--- src/rtl/btu_pkg.sv ---
package btu_pkg;

  // Configuration register indexes
  localparam int CFG_IDX_W = 2;
  localparam logic [CFG_IDX_W-1:0] CFG_BIT_TICKS   = 2'd0;
  localparam logic [CFG_IDX_W-1:0] CFG_LINE_INVERT = 2'd1;
  localparam logic [CFG_IDX_W-1:0] CFG_ENABLE      = 2'd2;

  localparam int CFG_DATA_W = 16;
  localparam int TIMER_W    = 16;
  localparam int COUNT_W    = 6;

  localparam logic [TIMER_W-1:0] BIT_TICKS_RST = 16'd104;

  // Frame shape
  localparam logic [3:0] BYTE_BITS = 4'd8;
  localparam logic [3:0] GAP_BITS  = 4'd6;

  typedef struct packed {
    logic       rx_level;
    logic       tx_start;
    logic [7:0] tx_byte;
    logic       rx_pop;
  } in_t;

  typedef struct packed {
    logic               tx_level;
    logic               tx_busy;
    logic [7:0]         rx_byte;
    logic               rx_valid;
    logic [COUNT_W-1:0] rx_count;
    logic               rx_overflow;
  } out_t;

endpackage

--- src/rtl/bit_timed_uart_with_rx_fifo.sv ---
// 8N1 UART stepped once per timer tick, with a receive FIFO. Each request on
// the in_ channel is one tick: the line level seen, an optional transmit start
// and an optional pop; each tick gives exactly one response on the out_ channel
// with the transmit level, busy flag, popped byte, fill count and the sticky
// overflow flag. One tick is taken every clock cycle unless the out_ channel
// stalls; a response passes through the input register, then the register
// holding the updated state and the response. The FIFO memory keeps the byte
// at the head pre-read into a register, refreshed every cycle with a write
// bypass, so pops can follow back to back. It holds FIFO_DEPTH-1 bytes. Write
// configuration only while no request is in flight; changes apply from the
// next tick.
module bit_timed_uart_with_rx_fifo #(
  parameter int FIFO_DEPTH = 64
) (
  input  logic                                 clk,
  input  logic                                 rst_n,
  input  logic                                 in_valid,
  output logic                                 in_stall,
  input  btu_pkg::in_t                         in_data,
  output logic                                 out_valid,
  input  logic                                 out_stall,
  output btu_pkg::out_t                        out_data,
  input  logic                                 cfg_we,
  input  logic [btu_pkg::CFG_IDX_W-1:0]        cfg_index,
  input  logic [btu_pkg::CFG_DATA_W-1:0]       cfg_wdata
);
  import btu_pkg::*;

  localparam int AW = $clog2(FIFO_DEPTH);

  typedef enum logic [1:0] {RX_IDLE, RX_HALF, RX_DATA, RX_STOP} rx_phase_t;
  typedef enum logic [2:0] {TX_IDLE, TX_START, TX_DATA, TX_STOP, TX_GAP} tx_phase_t;

  function automatic logic [AW-1:0] ring_next(input logic [AW-1:0] p);
    return (p == AW'(FIFO_DEPTH - 1)) ? '0 : p + 1'b1;
  endfunction

  // configuration
  logic [TIMER_W-1:0] bit_ticks_r;
  logic               line_invert_r;
  logic               enable_r;

  // pipeline control
  logic  s1_vld_r;
  in_t   s1_data_r;
  logic  out_vld_r;
  out_t  out_data_r;
  logic  s2_ready;
  logic  adv;

  // receiver / transmitter state
  rx_phase_t          rx_phase_r, rx_phase_nxt;
  logic [TIMER_W-1:0] rx_timer_r, rx_timer_nxt;
  logic [3:0]         rx_idx_r, rx_idx_nxt;
  logic [7:0]         rx_shift_r, rx_shift_nxt;
  logic               rx_prev_r, rx_prev_nxt;
  tx_phase_t          tx_phase_r, tx_phase_nxt;
  logic [TIMER_W-1:0] tx_timer_r, tx_timer_nxt;
  logic [3:0]         tx_idx_r, tx_idx_nxt;
  logic [7:0]         tx_shift_r, tx_shift_nxt;

  // fifo
  logic [7:0]    mem [FIFO_DEPTH];
  logic [AW-1:0] head_r, head_nxt, head_pop;
  logic [AW-1:0] tail_r, tail_nxt;
  logic          ovf_r, ovf_nxt;
  logic [7:0]    rd_data_r;
  logic          wr_en;
  logic [AW-1:0] wr_addr;
  logic [7:0]    wr_data;
  logic [AW:0]   cnt_full;

  logic       logical;
  logic       pop_ok;
  logic       push;
  logic [3:0] rx_idx_inc;
  logic [3:0] tx_idx_inc;
  logic       tx_logic;
  out_t       res;

  assign s2_ready  = !out_vld_r || !out_stall;
  assign adv       = s1_vld_r && s2_ready;
  assign in_stall  = s1_vld_r && !s2_ready;
  assign out_valid = out_vld_r;
  assign out_data  = out_data_r;

  assign logical    = s1_data_r.rx_level ^ line_invert_r;
  assign rx_idx_inc = rx_idx_r + 4'd1;
  assign tx_idx_inc = tx_idx_r + 4'd1;

  always_comb begin
    rx_phase_nxt = rx_phase_r;
    rx_timer_nxt = rx_timer_r;
    rx_idx_nxt   = rx_idx_r;
    rx_shift_nxt = rx_shift_r;
    rx_prev_nxt  = logical;
    tx_phase_nxt = tx_phase_r;
    tx_timer_nxt = tx_timer_r;
    tx_idx_nxt   = tx_idx_r;
    tx_shift_nxt = tx_shift_r;
    head_pop     = head_r;
    tail_nxt     = tail_r;
    ovf_nxt      = ovf_r;
    pop_ok       = 1'b0;
    push         = 1'b0;
    tx_logic     = 1'b1;

    if (!enable_r) begin
      rx_phase_nxt = RX_IDLE;
      rx_timer_nxt = '0;
      rx_idx_nxt   = '0;
      tx_phase_nxt = TX_IDLE;
      tx_timer_nxt = '0;
      tx_idx_nxt   = '0;
    end else begin
      // pop goes first so it can make room for this tick's push
      if (s1_data_r.rx_pop && (head_r != tail_r)) begin
        pop_ok   = 1'b1;
        head_pop = ring_next(head_r);
      end

      if (rx_phase_r == RX_IDLE) begin
        if (rx_prev_r && !logical) begin
          rx_phase_nxt = RX_HALF;
          rx_timer_nxt = bit_ticks_r >> 1;
          rx_shift_nxt = '0;
          rx_idx_nxt   = '0;
        end
      end else if (rx_timer_r > 16'd1) begin
        rx_timer_nxt = rx_timer_r - 16'd1;
      end else if (rx_phase_r == RX_HALF) begin
        rx_phase_nxt = RX_DATA;
        rx_idx_nxt   = '0;
        rx_timer_nxt = bit_ticks_r;
      end else if (rx_phase_r == RX_DATA) begin
        rx_shift_nxt = {logical, rx_shift_r[7:1]};
        rx_idx_nxt   = rx_idx_inc;
        rx_timer_nxt = bit_ticks_r;
        if (rx_idx_inc >= BYTE_BITS) begin
          rx_phase_nxt = RX_STOP;
          if (ring_next(tail_r) != head_pop) begin
            push     = 1'b1;
            tail_nxt = ring_next(tail_r);
          end else begin
            ovf_nxt = 1'b1;
          end
        end
      end else begin
        rx_phase_nxt = RX_IDLE;
        rx_timer_nxt = '0;
        rx_idx_nxt   = '0;
      end

      if (tx_phase_r != TX_IDLE) begin
        if (tx_timer_r > 16'd1) begin
          tx_timer_nxt = tx_timer_r - 16'd1;
        end else if (tx_phase_r == TX_START) begin
          tx_phase_nxt = TX_DATA;
          tx_idx_nxt   = '0;
          tx_timer_nxt = bit_ticks_r;
        end else if (tx_phase_r == TX_DATA) begin
          tx_idx_nxt   = tx_idx_inc;
          tx_timer_nxt = bit_ticks_r;
          if (tx_idx_inc >= BYTE_BITS) begin
            tx_phase_nxt = TX_STOP;
          end
        end else if (tx_phase_r == TX_STOP) begin
          tx_phase_nxt = TX_GAP;
          tx_idx_nxt   = '0;
          tx_timer_nxt = bit_ticks_r;
        end else begin
          tx_idx_nxt   = tx_idx_inc;
          tx_timer_nxt = bit_ticks_r;
          if (tx_idx_inc >= GAP_BITS) begin
            tx_phase_nxt = TX_IDLE;
            tx_timer_nxt = '0;
            tx_idx_nxt   = '0;
          end
        end
      end
      // the tick that ends the gap already counts as idle
      if (tx_phase_nxt == TX_IDLE && s1_data_r.tx_start) begin
        tx_phase_nxt = TX_START;
        tx_timer_nxt = bit_ticks_r;
        tx_idx_nxt   = '0;
        tx_shift_nxt = s1_data_r.tx_byte;
      end

      if (tx_phase_nxt == TX_START) begin
        tx_logic = 1'b0;
      end else if (tx_phase_nxt == TX_DATA) begin
        tx_logic = tx_shift_nxt[tx_idx_nxt[2:0]];
      end
    end

    if (tail_nxt >= head_pop) begin
      cnt_full = {1'b0, tail_nxt} - {1'b0, head_pop};
    end else begin
      cnt_full = {1'b0, tail_nxt} + (AW+1)'(FIFO_DEPTH) - {1'b0, head_pop};
    end

    res.tx_level    = tx_logic ^ line_invert_r;
    res.tx_busy     = (tx_phase_nxt != TX_IDLE);
    res.rx_byte     = pop_ok ? rd_data_r : 8'd0;
    res.rx_valid    = pop_ok;
    res.rx_count    = COUNT_W'(cnt_full);
    res.rx_overflow = ovf_nxt;
  end

  assign wr_en    = adv && push;
  assign wr_addr  = tail_r;
  assign wr_data  = rx_shift_nxt;
  assign head_nxt = adv ? head_pop : head_r;

  // byte at the head is always pre-read; bypass a write landing there
  always_ff @(posedge clk) begin
    if (wr_en) begin
      mem[wr_addr] <= wr_data;
    end
    if (wr_en && (wr_addr == head_nxt)) begin
      rd_data_r <= wr_data;
    end else begin
      rd_data_r <= mem[head_nxt];
    end
  end

  always_ff @(posedge clk) begin
    if (!rst_n) begin
      bit_ticks_r   <= BIT_TICKS_RST;
      line_invert_r <= 1'b0;
      enable_r      <= 1'b0;
    end else if (cfg_we) begin
      unique case (cfg_index)
        CFG_BIT_TICKS:   bit_ticks_r   <= cfg_wdata[TIMER_W-1:0];
        CFG_LINE_INVERT: line_invert_r <= cfg_wdata[0];
        CFG_ENABLE:      enable_r      <= cfg_wdata[0];
        default: ;
      endcase
    end
  end

  always_ff @(posedge clk) begin
    if (!in_stall) begin
      s1_data_r <= in_data;
    end
  end

  always_ff @(posedge clk) begin
    if (!rst_n) begin
      s1_vld_r   <= 1'b0;
      out_vld_r  <= 1'b0;
      rx_phase_r <= RX_IDLE;
      rx_timer_r <= '0;
      rx_idx_r   <= '0;
      rx_shift_r <= '0;
      rx_prev_r  <= 1'b1;
      tx_phase_r <= TX_IDLE;
      tx_timer_r <= '0;
      tx_idx_r   <= '0;
      tx_shift_r <= '0;
      head_r     <= '0;
      tail_r     <= '0;
      ovf_r      <= 1'b0;
    end else begin
      if (!in_stall) begin
        s1_vld_r <= in_valid;
      end
      if (s2_ready) begin
        out_vld_r <= s1_vld_r;
      end
      if (adv) begin
        out_data_r <= res;
        rx_phase_r <= rx_phase_nxt;
        rx_timer_r <= rx_timer_nxt;
        rx_idx_r   <= rx_idx_nxt;
        rx_shift_r <= rx_shift_nxt;
        rx_prev_r  <= rx_prev_nxt;
        tx_phase_r <= tx_phase_nxt;
        tx_timer_r <= tx_timer_nxt;
        tx_idx_r   <= tx_idx_nxt;
        tx_shift_r <= tx_shift_nxt;
        head_r     <= head_pop;
        tail_r     <= tail_nxt;
        ovf_r      <= ovf_nxt;
      end
    end
  end

endmodule
--- config.mk ---
export PLATFORM = sky130hd
export DESIGN_NAME = bit_timed_uart_with_rx_fifo
export DESIGN_NICKNAME = d
export VERILOG_FILES = /design/src/rtl/btu_pkg.sv /design/src/rtl/bit_timed_uart_with_rx_fifo.sv
export SDC_FILE = /design/constraint.sdc
export NUM_CORES = 1
export LEC_CHECK = 0
export BUFFER_PORTS_ARGS = -buffer_cell sky130_fd_sc_hd__buf_2
export CAP_MARGIN = 25
export CORE_ASPECT_RATIO = 0.7
export CORE_MARGIN = 2
export CORE_UTILIZATION = 35
export CTS_CLUSTER_SIZE = 14
export DETAILED_ROUTE_END_ITERATION = 10
export SYNTH_ARGS = -nofsm -noshare
export SYNTH_HDL_FRONTEND = slang
export SYNTH_SLANG_ARGS = --single-unit
--- constraint.sdc ---
create_clock -name clk -period 14.2 [get_ports clk]
set_input_delay 0.71 -clock clk [delete_from_list [all_inputs] [get_ports clk]]
set_output_delay 0.71 -clock clk [all_outputs]
set_load 0.02 [all_outputs]
# Word-level counts from Yosys, hierarchy flattened
# Memory sizes are Yosys's and may differ from the RTL's. A register that Yosys moved wholly into a read port is not among the register bits.
# Cells that the tools add are included.
[word_totals] ff_bits=124 ramBits=512 in_bits=34 elab_cells=183 memories=1
[memory_table] memory="mem" depth=64 word_bits=8 rd=1 rd_ports_with_merged_regs=1 write_ports=1 line="bit_timed_uart_with_rx_fifo.sv:63" source="logic [7:0] mem [FIFO_DEPTH];"
[op_classes] n_addsub=9 n_lt_le_gt_ge=7 eq_ne=18 n_mux=92 bitwise_logic=2 reduce_logical=26
[ops] operator="16-bit two-way mux" n=14
[ops] operator="6-bit two-way mux" n=14
[ops] operator="8-bit two-way mux" n=8
[ops] operator="4-bit two-way mux" n=15
[ops] operator="3-bit two-way mux" n=11
[ops] operator="16-bit by 1-bit > comparator with 1-bit output, second input constant" n=2
[ops] operator="16-bit by 1-bit subtractor with 16-bit output, second input constant" n=2
[ops] operator="1-bit two-way mux" n=22
[ops] operator="6-bit by 1-bit adder with 6-bit output, second input constant" n=3
[ops] operator="2-bit two-way mux" n=7
[ops] operator="2-bit AND reduction" n=7
[ops] operator="6-bit == test, second input constant" n=2
[ops] operator="6-bit != test" n=2
[ops] operator="6-bit subtractor" n=2
[ops] operator="3-bit by 2-bit == test with 1-bit output, second input constant" n=3
[ops] operator="4-bit by 1-bit adder with 4-bit output, second input constant" n=2
[ops] operator="4-bit greater-or-equal comparator, second input constant" n=2
[ops] operator="3-bit by 1-bit == test with 1-bit output, second input constant" n=2
[ops] operator="6-bit greater-or-equal comparator" n=1
[ops] operator="1-bit logical AND" n=6
[ops] operator="3-bit by 2-bit != test with 1-bit output, second input constant" n=2
[ops] operator="3-bit AND reduction" n=2
[ops] operator="3-bit nonzero test" n=2
[ops] operator="5-bit by 4-bit != test with 1-bit output, second input constant" n=1
[ops] operator="13 further kinds" n=20

# Depth between registers and ports, before layout
# Gate-level depths: netlist (run 1).
[logic_depth] depth_word=19 ltp_mapped=19 depth_no_buf=17

# Worst setup path after synthesis (run 1)
# Ideal clock, no wire load.
[synth_path] path_kind="reg-to-reg" from="register rx_timer_r[2]" to="memory mem[0][7], data pin" t_arrival_ps=4254 required_time_ps=13488 slack_ps=9235 path_stages_with_launch=7 period_less_slack_ps=4965 cell_sequence="dfxtp_1 > nor4_1 > and3_1 > and2_1 > clkbuf_1 > nand2_1 > o21ai_0"
[synth_between] elab_chain_cells=4
[synth_lines] element="start: declaration" line="bit_timed_uart_with_rx_fifo.sv:53" source="logic [TIMER_W-1:0] rx_timer_r, rx_timer_nxt;"
[synth_lines] element="start signal: assignment" line="bit_timed_uart_with_rx_fifo.sv:274" source="rx_timer_r <= rx_timer_nxt;"
[synth_lines] element="16-bit by 1-bit > comparator with 1-bit output" line="bit_timed_uart_with_rx_fifo.sv:129" source="end else if (rx_timer_r > 16'd1) begin"
[synth_lines] element="8-bit two-way mux" line="bit_timed_uart_with_rx_fifo.sv:129"
[synth_lines] element="8-bit two-way mux" line="bit_timed_uart_with_rx_fifo.sv:122" source="if (rx_phase_r == RX_IDLE) begin"
[synth_lines] element="8-bit two-way mux" line="bit_timed_uart_with_rx_fifo.sv:108" source="if (!enable_r) begin"
[synth_lines] element="named net rx_shift_nxt[7]" line="bit_timed_uart_with_rx_fifo.sv:55" source="logic [7:0] rx_shift_r, rx_shift_nxt;"
[synth_lines] element="end: declaration" line="bit_timed_uart_with_rx_fifo.sv:63"
# The timed path passes the listed nets, and every way through them passes these cells.

# Worst setup path after layout (run 1)
[layout_path] from="register tail_r[2]" to="memory mem[4][4], enable pin"
[layout_between] elab_chain_cells=15 word_cells_on_any_way=18 classes_between="1 x add/sub; 3 x eq/ne; 12 x mux; 2 x reduce/logical"
[layout_lines] element="start: declaration" line="bit_timed_uart_with_rx_fifo.sv:65" source="logic [AW-1:0] tail_r, tail_nxt;"
[layout_lines] element="start signal: assignment" line="bit_timed_uart_with_rx_fifo.sv:283" source="tail_r <= tail_nxt;"
[layout_lines] element="branches (longest 15 deep; another with 6-bit by 1-bit adder with 6-bit output)"
# Several ways; the timed one is not identified. The select of a mux whose other input is x is not followed.

==> impl_metrics.csv, run 1 <==
group,metric,value,unit
logic_synthesis,post_synth_fa_ha_maj_area_fraction,0.905,%
die,die_area,79700,um^2
detailed_routing,routed-wl-met2,28100,um
placement,dpl_cell_area,28500,um^2
logic_synthesis,synth-compound-area-share,5.73,%
logic_synthesis,synth_top_family_by_area,"multiplexers",
cts,clkTransAtPathRegs,0.06,ns
pwr,internal_power,3.09,mW
sta,setup_violations,0,
sta,fmax,200,MHz
die,initial_utilization,35.3,%
finish,nets,1791,
finish,fin_area,30700,um^2
cts,tritoncts,"built",
detailed_routing,ant_nets,0,
pwr,peakVddDrop,0.0000766,V
cts,clkLatencyLatePin,0.61,ns
sta,setup_tns,0,ns
finish,antenna_cells,0,
logic_synthesis,syn-num-nets,1745,
die,io_pins,54,
detailed_routing,top_layer_used,"met4",
finish,layout-drive-gt1-share,21.2,%
global_route,overflow,0,
placement,place_hpwl,41700,um
logic_synthesis,synth-main-ff-cell,"edfxtp_1",
die,core_area,76800,um^2
sta,maxSlewViolCount,0,
logic_synthesis,synth_top_cells_by_count,"edfxtp_1, mux4_2, nor2_1, nand2_1, dfxtp_1",
pwr,powerDensity,128,nW/um^2
logic_synthesis,synthMuxAreaShare,14.8,%
logic_synthesis,syn_inst,1692,
sta,layout_min_cycle_time,5.01,ns
sta,skew,0.0230,ns
sta,max-slew-margin-rel,30.8,%
detailed_routing,wire_per_inst,23.6,um
cts,htreeDepth,3,
cts,post_cts_resized,0,
global_route,grt.total_usage,16.8,%
die,die_h,237,um
die,row_count,85,
critical_path,end_kind,"register",
die,die_width,337,um
global_route,antenna_found_initial,1,
placement,port_buffers,53,
cts,cts_made_buffers,67,
flow_run,maxCapViolations,0,
logic_synthesis,yosys.area_share.simple,7.65,%
logic_synthesis,synth_top_area_share,59.9,%
pwr,switching_share,21.1,%
logic_synthesis,postSynthAreaPerCell,16.0,um^2
logic_synthesis,synth_cell_types,82,
global_route,grt_pass1_wl,99900,um
logic_synthesis,synthArstFlopShare,0,%
sta,hold_violations,0,
detailed_routing,drt_drc_violations_left,0,
pwr,p_seq_share,52.2,%
logic_synthesis,synth_edf_count,541,
critical_path,cp_max_fo,23,
critical_path,rr_worst_depth,8,
critical_path,required,14.44,ns
cts,postCtsSetupRepairBufs,0,
logic_synthesis,synth_area,27100,um^2
hold_path,hold-path-cell-count,1,
logic_synthesis,synth-xor-area-share,1.64,%
detailed_routing,route.met3.wl,6280,um
pwr,clock_power_share,44.4,%
status,status,"completed",
critical_path,crit_arrival,5.25,ns
sta,tightest_slew,1.04,ns
cts,cts-root-buf,"clkbuf_16",
sta,post-route-period-util,35.3,%
logic_synthesis,yosys-top-cells-area,"edfxtp_1, mux4_2, dfxtp_1",
detailed_routing,wl_met1,30800,um
logic_synthesis,yosysSeqAreaShare,67.4,%
critical_path,cp-start-kind,"register",
pwr,p_sw,0.827,mW
cts,cts_max_path_buffers,3,
pwr,p_leak,10.1,nW
placement,gp_congestion,0.866,
logic_synthesis,ys_seq_elements,642,
logic_synthesis,yosysWarnings,0,
detailed_routing,drtIter0Drc,1674,
pwr,pwr-share-comb,3.4,%
detailed_routing,routed_wl,66700,um
finish,syn2layout_area_growth,13.2,%
global_route,grt_pass1_vias,15058,
detailed_routing,firstDrtPassIters,7,
detailed_routing,avgViaCountPerCell,5.46,
hold_path,hold_class,"input port to register",
cts,cts_hold_buf,0,
sta,rsz0062_at_grt,"no",
logic_synthesis,synth.most_common_cell,"edfxtp_1",
critical_path,crit_type,"register to register",
global_route,grt_max_degree,91,
detailed_routing,vias,15452,
cts,clkSinkCount,642,
logic_synthesis,yosys.area.top_type,"edfxtp_1",
==> cells by family after synthesis <==
kind of cell / count (synthesis)
AO/OA/AOI/OAI: 226
multiplexers: 190
flip-flops: 642
XOR/XNOR: 49
AND/OR/NAND/NOR: 431
buffers and inverters: 135
adder cells (fa/ha/maj): 19
==> worst paths after layout <==
check	slack (ns)	startpoint	endpoint
hold reg to reg	0.48	rx_shift_r[3]	rx_shift_r[3]
hold / removal	0.28	in_data[9]	s1_data_r[9]
setup / recovery	9.19	tail_r[2]	mem[4][4]
setup reg to reg	9.19	tail_r[2]	mem[4][4]
==> registers in the layout, indices dropped and copies added, names as in the netlist, 8 cells and up, named ones only <==
register / count
bit_ticks_r: 16
tx_shift_r: 8
rx_shift_r: 8
rx_timer_r: 16
mem: 512
s1_data_r: 11
out_data: 18
tx_timer_r: 16
==> layout by cell type (no fill, tap or decap), types with 33 or more instances in the layout <==
master,netlist,layout
buf_2,4,53
a21oi_1,70,70
nand3_1,33,33
mux4_2,168,168
nand2_1,111,111
clkbuf_16,0,69
nor2_1,152,151
edfxtp_1,541,541
dfxtp_1,101,98
inv_1,37,36
==> per-stage QoR <==
stage / util, % / total power [mW] / instances / setup WS [ns] / hold WS [ns]
after floorplan: - / 2.18 / 1692 / 9.23 / 0.437
after global placement: 37.1 / 2.22 / 2710 / 9.36 / 0.445
after detailed placement: 37.1 / 2.22 / 2712 / 9.21 / 0.468
after CTS: 39.9 / 3.95 / 2830 / 9.19 / 0.250
after global routing: 40.0 / 4.03 / 2831 / 8.83 / 0.263
final: 40.0 / 3.91 / 2831 / 9.19 / 0.279
==> routing by layer <==
metal	vias up	global-route usage, %
met5	-	0
met4	0	4.79
met3	99	4.96
li1	6757	-
met2	654	23.0
met1	7942	25.6
==> cell type report <==
class / instances / area, um^2
tap: 1044 / 1310
timing repair buffer: 74 / 449
clock inverter: 36 / 373
clock buffer: 82 / 1780
fill: 6965 / 46100
multi-input combinational: 915 / 8360
inverter: 38 / 143
sequential: 642 / 18300
==> worst max-delay path, stage by stage (launching register included) <==
cell      delay, ns
dfxtp_1        0.80
xnor2_1        0.15
nand2_1        0.16
o21a_1         0.48
a311oi_1       0.18
o31ai_1        0.48
or4_1          0.52
nand4_1        0.93
nor2_1         0.93
==> power groups by stage <==
stage	sequential (mW)	combinational [mW]	clock [mW]
final	2.04	0.133	1.74
after global routing	2.04	0.146	1.84
after CTS	2.04	0.134	1.77
after detailed placement	2.08	0.134	0
after global placement	2.08	0.132	0
after floorplan	2.08	0.104	0
Power figures use the tool's default switching activity.
==> run 2, diff against run 1 <==
Settings changed: ABC_AREA set to 1.
Clock period 14.2 ns to 5 ns, I/O delays scaled along.
==> run 2 against run 1 <==
Effect of this change: critical path depth grew 12; flip-flop and latch count stayed put; routed wire length up 14%; sequential power grew to 2.9 times the previous value; die area grew 2.6%; sequential share of layout area is 2.0 points lower; critical path type unchanged; setup slack lost 8.2 ns; first-iteration DRC count is 27% higher; worst hold slack lost 0.23 ns.
==> impl_metrics.csv, run 2 <==
group,metric,value,unit
finish,utilization,40.4,%
sta,maxSlewViolCount,0,
critical_path,required,5.40,ns
placement,place_hpwl,47700,um
global_route,overflow,0,
detailed_routing,vias,20236,
finish,layout.cells.most_common_list,"edfxtp_1, nor2_1, o21ai_0",
cts,clkTransAtPathRegs,0.07,ns
sta,setup_ws,0.965,ns
critical_path,end_kind,"register",
pwr,p_leak,11.1,nW
cts,cts-root-buf,"clkbuf_16",
sta,rsz0062_at_grt,"no",
finish,layout.cells.most_common,"edfxtp_1",
finish,syn2layout_area_growth,14.2,%
detailed_routing,drt_drc_violations_left,0,
global_route,gr-usage-met3,3.29,%
global_route,grtUsageMet2,28.3,%
pwr,powerDensity,350,nW/um^2
global_route,grt_pass1_wl,117000,um
logic_synthesis,postSynthAreaPerCell,10.8,um^2
logic_synthesis,synth_cell_types,51,
logic_synthesis,yosys.area.top_type,"edfxtp_1",
global_route,antenna_found_initial,2,
logic_synthesis,synthArstFlopShare,0,%
global_route,top_usage_layer,"met2",
cts,htreeDepth,2,
detailed_routing,drtIter0Drc,2131,
placement,dpl_cell_area,29400,um^2
detailed_routing,avgViaCountPerCell,5.41,
placement,placed_cells,3597,
cts,post_cts_resized,0,
finish,largest_reg_flops,512,
logic_synthesis,synth_edf_count,541,
cts,clkSinkCount,642,
global_route,grt_pass1_vias,19474,
sta,skew,0.0285,ns
logic_synthesis,syn_inst,2582,
finish,fin_cells,3742,
hold_path,hold_class,"input port to register",
sta,layout_min_cycle_time,4.04,ns
logic_synthesis,synth-main-ff-cell,"edfxtp_1",
pwr,peakVddDrop,0.000304,V
logic_synthesis,yosysSeqAreaShare,65.7,%
critical_path,cp_max_fo,11,
cts,clkLatencyLatePin,0.65,ns
global_route,use_met1,27.5,%
die,die_width,341,um
finish,antenna_cells,0,
critical_path,crit_arrival,4.44,ns
sta,hold_violations,0,
detailed_routing,firstDrtPassIters,6,
finish,largest_register,"mem",
logic_synthesis,syn-num-nets,2635,
die,die_h,240,um
finish,layout-drive-gt1-share,10.6,%
detailed_routing,routed_wl,76300,um
detailed_routing,wire_per_inst,20.4,um
global_route,grt_max_degree,175,
placement,gp_congestion,0.856,
sta,fmax,248,MHz
logic_synthesis,yosysWarnings,0,
logic_synthesis,yosys-top-cells-area,"edfxtp_1, o21ai_0, dfxtp_1",
sta,setup_violations,0,
die,die_area,81800,um^2
critical_path,cp-start-kind,"register",
cts,postCtsSetupRepairBufs,0,
logic_synthesis,synth_area,27800,um^2
logic_synthesis,synth.most_common_cell,"edfxtp_1",
status,status,"completed",
placement,dp_slack,1.04,ns
sta,setup_tns,0,ns
cts,cts_max_path_buffers,3,
detailed_routing,ant_nets,0,
finish,nets,2692,
die,io_pins,54,
sta,tightest_slew,1.04,ns
global_route,grt.total_usage,18.5,%
logic_synthesis,synth_top_area_share,58.4,%
logic_synthesis,synth_top_cells_by_count,"edfxtp_1, nor2_1, o21ai_0, nand2_1, o22ai_1",
finish,fin_area,31800,um^2
placement,port_buffers,53,
die,core_area,78700,um^2
cts,cts_made_buffers,59,
die,initial_utilization,35.4,%
sta,max-slew-margin-rel,30.5,%
logic_synthesis,ys_seq_elements,642,
critical_path,crit_type,"register to register",
flow_run,maxCapViolations,0,
sta,post-route-period-util,80.7,%
cts,tritoncts,"built",
die,row_count,86,
## run 2: cell types whose count changed after synthesis, moves of 44 or more
cell	previous run	this run
inv_1	37	147
o22ai_1	1	169
nor2_1	152	431
mux4_2	168	0
o21ai_0	24	412
clkbuf_1	76	120
nand2_1	111	227
## run 2: cells by family (layout without fill, tap and decap cells)
logic type                 Yosys count  in the layout  share of synthesized area (%)
DFF                                642            642                           65.7
xor gates and xnor gates            32             32                           1.01
AOI/OAI and AO/OA                  735            735                           14.7
and+or+nand+nor                    849            849                           13.4
adders and majority gates           19             19                          0.882
buffers and inverters              305            409                           4.40
## run 2: final cells by class
class	instances	area, um^2
clock inverters	25	332
clock buffers	83	1660
repair buffers	143	1140
flip-flops and latches	642	18300
fillers	7391	46900
inverters	158	601
multi-input cells	1635	8440
well taps	1056	1320
## run 2: final timing paths
check / slack (ns) / to / startpoint / depth (start not counted)
max: 0.96 / out_data[6] / rx_timer_r[0] / 20
min: 0.05 / enable_r / cfg_index[0] / 4
max reg2reg: 0.96 / out_data[6] / rx_timer_r[0] / 20
min reg2reg: 0.47 / rx_timer_r[15] / rx_timer_r[15] / 2
## run 2: stage by stage
stage | hold WS, ns | power, mW
6_report | 0.0483 | 11.1
5_1_grt | 0.0686 | 11.5
3_5_place_dp | 0.428 | 6.52
4_1_cts | 0.0148 | 11.2
2_1_floorplan | 0.349 | 6.34
3_3_place_gp | 0.427 | 6.51
## run 2: power by group
group / switching, mW / internal, mW / total [mW]
Clock: 2.04 / 2.63 / 4.67
Sequential: 0.0381 / 5.85 / 5.88
Combinational: 0.378 / 0.178 / 0.556
Total: 2.46 / 8.66 / 11.1
## run 2: metal layers
metal	wire, um	vias up
met2	33200	852
met5	0	-
met1	35800	9924
li1	-	9369
met4	1130	0
met3	6290	91
## run 2: what timing repair did
action | 4_1_cts | 5_1_grt
endpoints found under the hold margin | 31 | 0
hold buffers | 35 | 0
endpoints found under the setup margin | 0 | 0
## run 2: critical path, stage by stage, from the launching register on
cell and delay [ns]:
dfxtp_1 0.33, inv_1 0.12, ha_1 0.23, inv_1 0.07
a21oi_1 0.11, and3_1 0.36, nand3_2 0.09, buf_4 0.23
nor2_1 0.39, nand2_2 0.25, nand2_1 0.10, o21ai_0 0.09
ha_1 0.36, a21oi_1 0.15, o21ai_0 0.18, a21o_1 0.20
a21oi_1 0.17, xnor2_1 0.11, nand3b_1 0.17, nand2_1 0.07
inv_1 0.03
==> run 3, diff against run 2 <==
Settings changed: ABC_AREA 1 to 0.
Clock period 5 ns to 3.55 ns, I/O delays scaled along.
==> run 3 against run 2 <==
Effect of this change: the flow now finishes with violations (negative setup slack); clock-buffer cell count is 6 lower; design area rose by 1.7%; fmax rose by 9.1%; critical path depth decreased by 3; die area decreased by 2.5%; combinational power up 21%; critical path type unchanged; largest power group unchanged; highest routed layer unchanged.
==> impl_metrics.csv, run 3 (synthesis results as in run 1) <==
group,metric,value,unit
cts,clkLatencyLatePin,0.65,ns
critical_path,worst-r2r-setup-slack,-0.15,ns
detailed_routing,route.met3.wl,6860,um
status,status,"finished, violations left",
cts,clkTransAtPathRegs,0.07,ns
pwr,internal_power,12.2,mW
critical_path,rr_startpoint,"tail_r[1]",
pwr,pwr-share-comb,4.3,%
critical_path,cp_max_fo,7,
die,row_count,85,
cts,cts-root-buf,"clkbuf_16",
finish,syn2layout_area_growth,19.2,%
die,die_width,337,um
finish,layout.cells.most_common,"edfxtp_1",
cts,clkSinkCount,642,
status,violations,"negative setup slack",
critical_path,required,3.92,ns
sta,fmax,270,MHz
detailed_routing,routed-wl-met2,29900,um
pwr,switching_share,21.1,%
detailed_routing,wl_met1,30400,um
hold_path,min_from,"cfg_index[1]",
critical_path,crit_arrival,4.07,ns
global_route,grt_pass1_vias,15793,
finish,nets,1936,
cts,htreeDepth,2,
cts,cts_max_path_buffers,3,
pwr,p_leak,10.8,nW
cts,tritoncts,"built",
pwr,powerDensity,479,nW/um^2
sta,setup_tns,-0.150,ns
detailed_routing,firstDrtPassIters,5,
detailed_routing,routed_wl,68500,um
finish,largest_reg_flops,512,
sta,layout_min_cycle_time,3.70,ns
die,die_h,237,um
flow_run,maxCapViolations,0,
critical_path,end_kind,"register",
global_route,grt.total_usage,17.2,%
sta,max-slew-margin-rel,35.0,%
pwr,p_seq_share,52.6,%
placement,port_buffers,53,
global_route,antenna_found_initial,2,
sta,timing.hold.ws,0.0688,ns
critical_path,crit_type,"register to register",
placement,place_hpwl,43900,um
hold_path,hold-path-cell-count,4,
detailed_routing,drtIter0Drc,1634,
hold_path,hold_class,"input port to register",
detailed_routing,wire_per_inst,23.0,um
finish,largest_register,"mem",
sta,tightest_slew,0.975,ns
detailed_routing,top_layer_used,"met4",
placement,gp_congestion,0.873,
sta,rsz0062_at_grt,"yes",
die,initial_utilization,35.3,%
detailed_routing,avgViaCountPerCell,5.37,
global_route,grt_max_degree,83,
sta,setup_violations,1,
detailed_routing,drt_drc_violations_left,0,
pwr,peakVddDrop,0.000407,V
critical_path,cp-start-kind,"register",
global_route,grt_pass1_wl,103000,um
finish,regArea,18300,um^2
sta,setup_ws,-0.150,ns
sta,post-route-period-util,104,%
detailed_routing,vias,15977,
pwr,clock_power_share,43.1,%
critical_path,worst_r2r_endpoint,"out_data[6]",
die,io_pins,54,
cts,cts_made_buffers,60,
hold_path,min_to,"enable_r",
finish,layout-drive-gt1-share,28.8,%
finish,multi_input_area,8660,um^2
critical_path,rr_worst_depth,17,
detailed_routing,ant_nets,0,
finish,antenna_cells,0,
finish,n_fill_cell,6859,
placement,dp_slack,-0.189,ns
global_route,overflow,0,
sta,hold_violations,0,
sta,skew,0.0286,ns
die,die_area,79700,um^2
finish,layout.cells.most_common_list,"edfxtp_1, mux4_2, nand2_1",
die,core_area,76800,um^2
pwr,p_sw,3.27,mW
sta,maxSlewViolCount,0,
==> run 3: layout make-up <==
class | count | share of cell area [%]
clock buffer | 77 | 5.03
tap | 1044 | 4.04
timing repair buffer | 226 | 5.88
sequential | 642 | 56.6
multi-input combinational | 915 | 26.8
inverter | 38 | 0.441
clock inverter | 33 | 1.21
==> run 3: timing repair <==
action / 4_1_cts / 5_1_grt
setup endpoints to repair: 442 / 426
pin swaps: 5 / 19
hold buffers: 48 / 0
buffers inserted: 3 / 4
gates resized for setup: 23 / 59
hold endpoints to repair: 39 / 0
==> run 3: how the worst max path moves through the flow <==
stage	slack, ns	endpoint	startpoint
6_report	-0.15	out_data[6]	tail_r[1]
5_1_grt	-0.31	out_data[6]	tail_r[1]
4_1_cts	-0.09	out_data[6]	tail_r[1]
3_5_place_dp	-0.19	out_data[6]	tail_r[1]
3_3_place_gp	-0.05	out_data[6]	tail_r[1]
2_1_floorplan	0.008	out_data[6]	tail_r[3]
==> run 3: per-stage QoR <==
| step | util, % | area (um^2) | power (mW) | cells |
|---|---|---|---|---|
| 4_1_cts | 41.8 | 32100 | 15.6 | 2970 |
| 5_1_grt | 42.1 | 32300 | 15.9 | 2975 |
| 6_report | 42.1 | 32300 | 15.5 | 2975 |
| 2_1_floorplan | - | 27200 | 8.72 | 1692 |
| 3_3_place_gp | 38.4 | 29500 | 8.93 | 2809 |
| 3_5_place_dp | 38.4 | 29500 | 8.94 | 2809 |
==> run 3: critical path, cell delays in order (launching register included) <==
cell,delay [ns]
dfxtp_2,0.33
buf_4,0.14
buf_4,0.15
and2_1,0.17
nand4_1,0.17
nand2_1,0.12
a311oi_2,0.35
o31ai_4,0.15
o41ai_4,0.37
mux2i_1,0.29
inv_1,0.10
ha_1,0.30
a21o_1,0.17
a21oi_2,0.14
o21bai_1,0.08
a21oi_1,0.16
xnor2_1,0.16
xnor2_1,0.08
==> run 3: layer usage <==
layer  global-route usage [%]  up-vias
met3                     5.68      108
li1                         -     7038
met1                     25.3     8214
met5                        0        -
met4                     4.17        0
met2                     24.7      617
==> run 3: power groups by stage <==
stage          Combinational (mW)  Clock (mW)  Sequential, mW
4_1_cts                     0.669        6.80            8.15
5_1_grt                     0.728        7.07            8.15
6_report                    0.672        6.67            8.15
3_3_place_gp                0.619           0            8.31
3_5_place_dp                0.625           0            8.31
2_1_floorplan               0.421           0            8.30
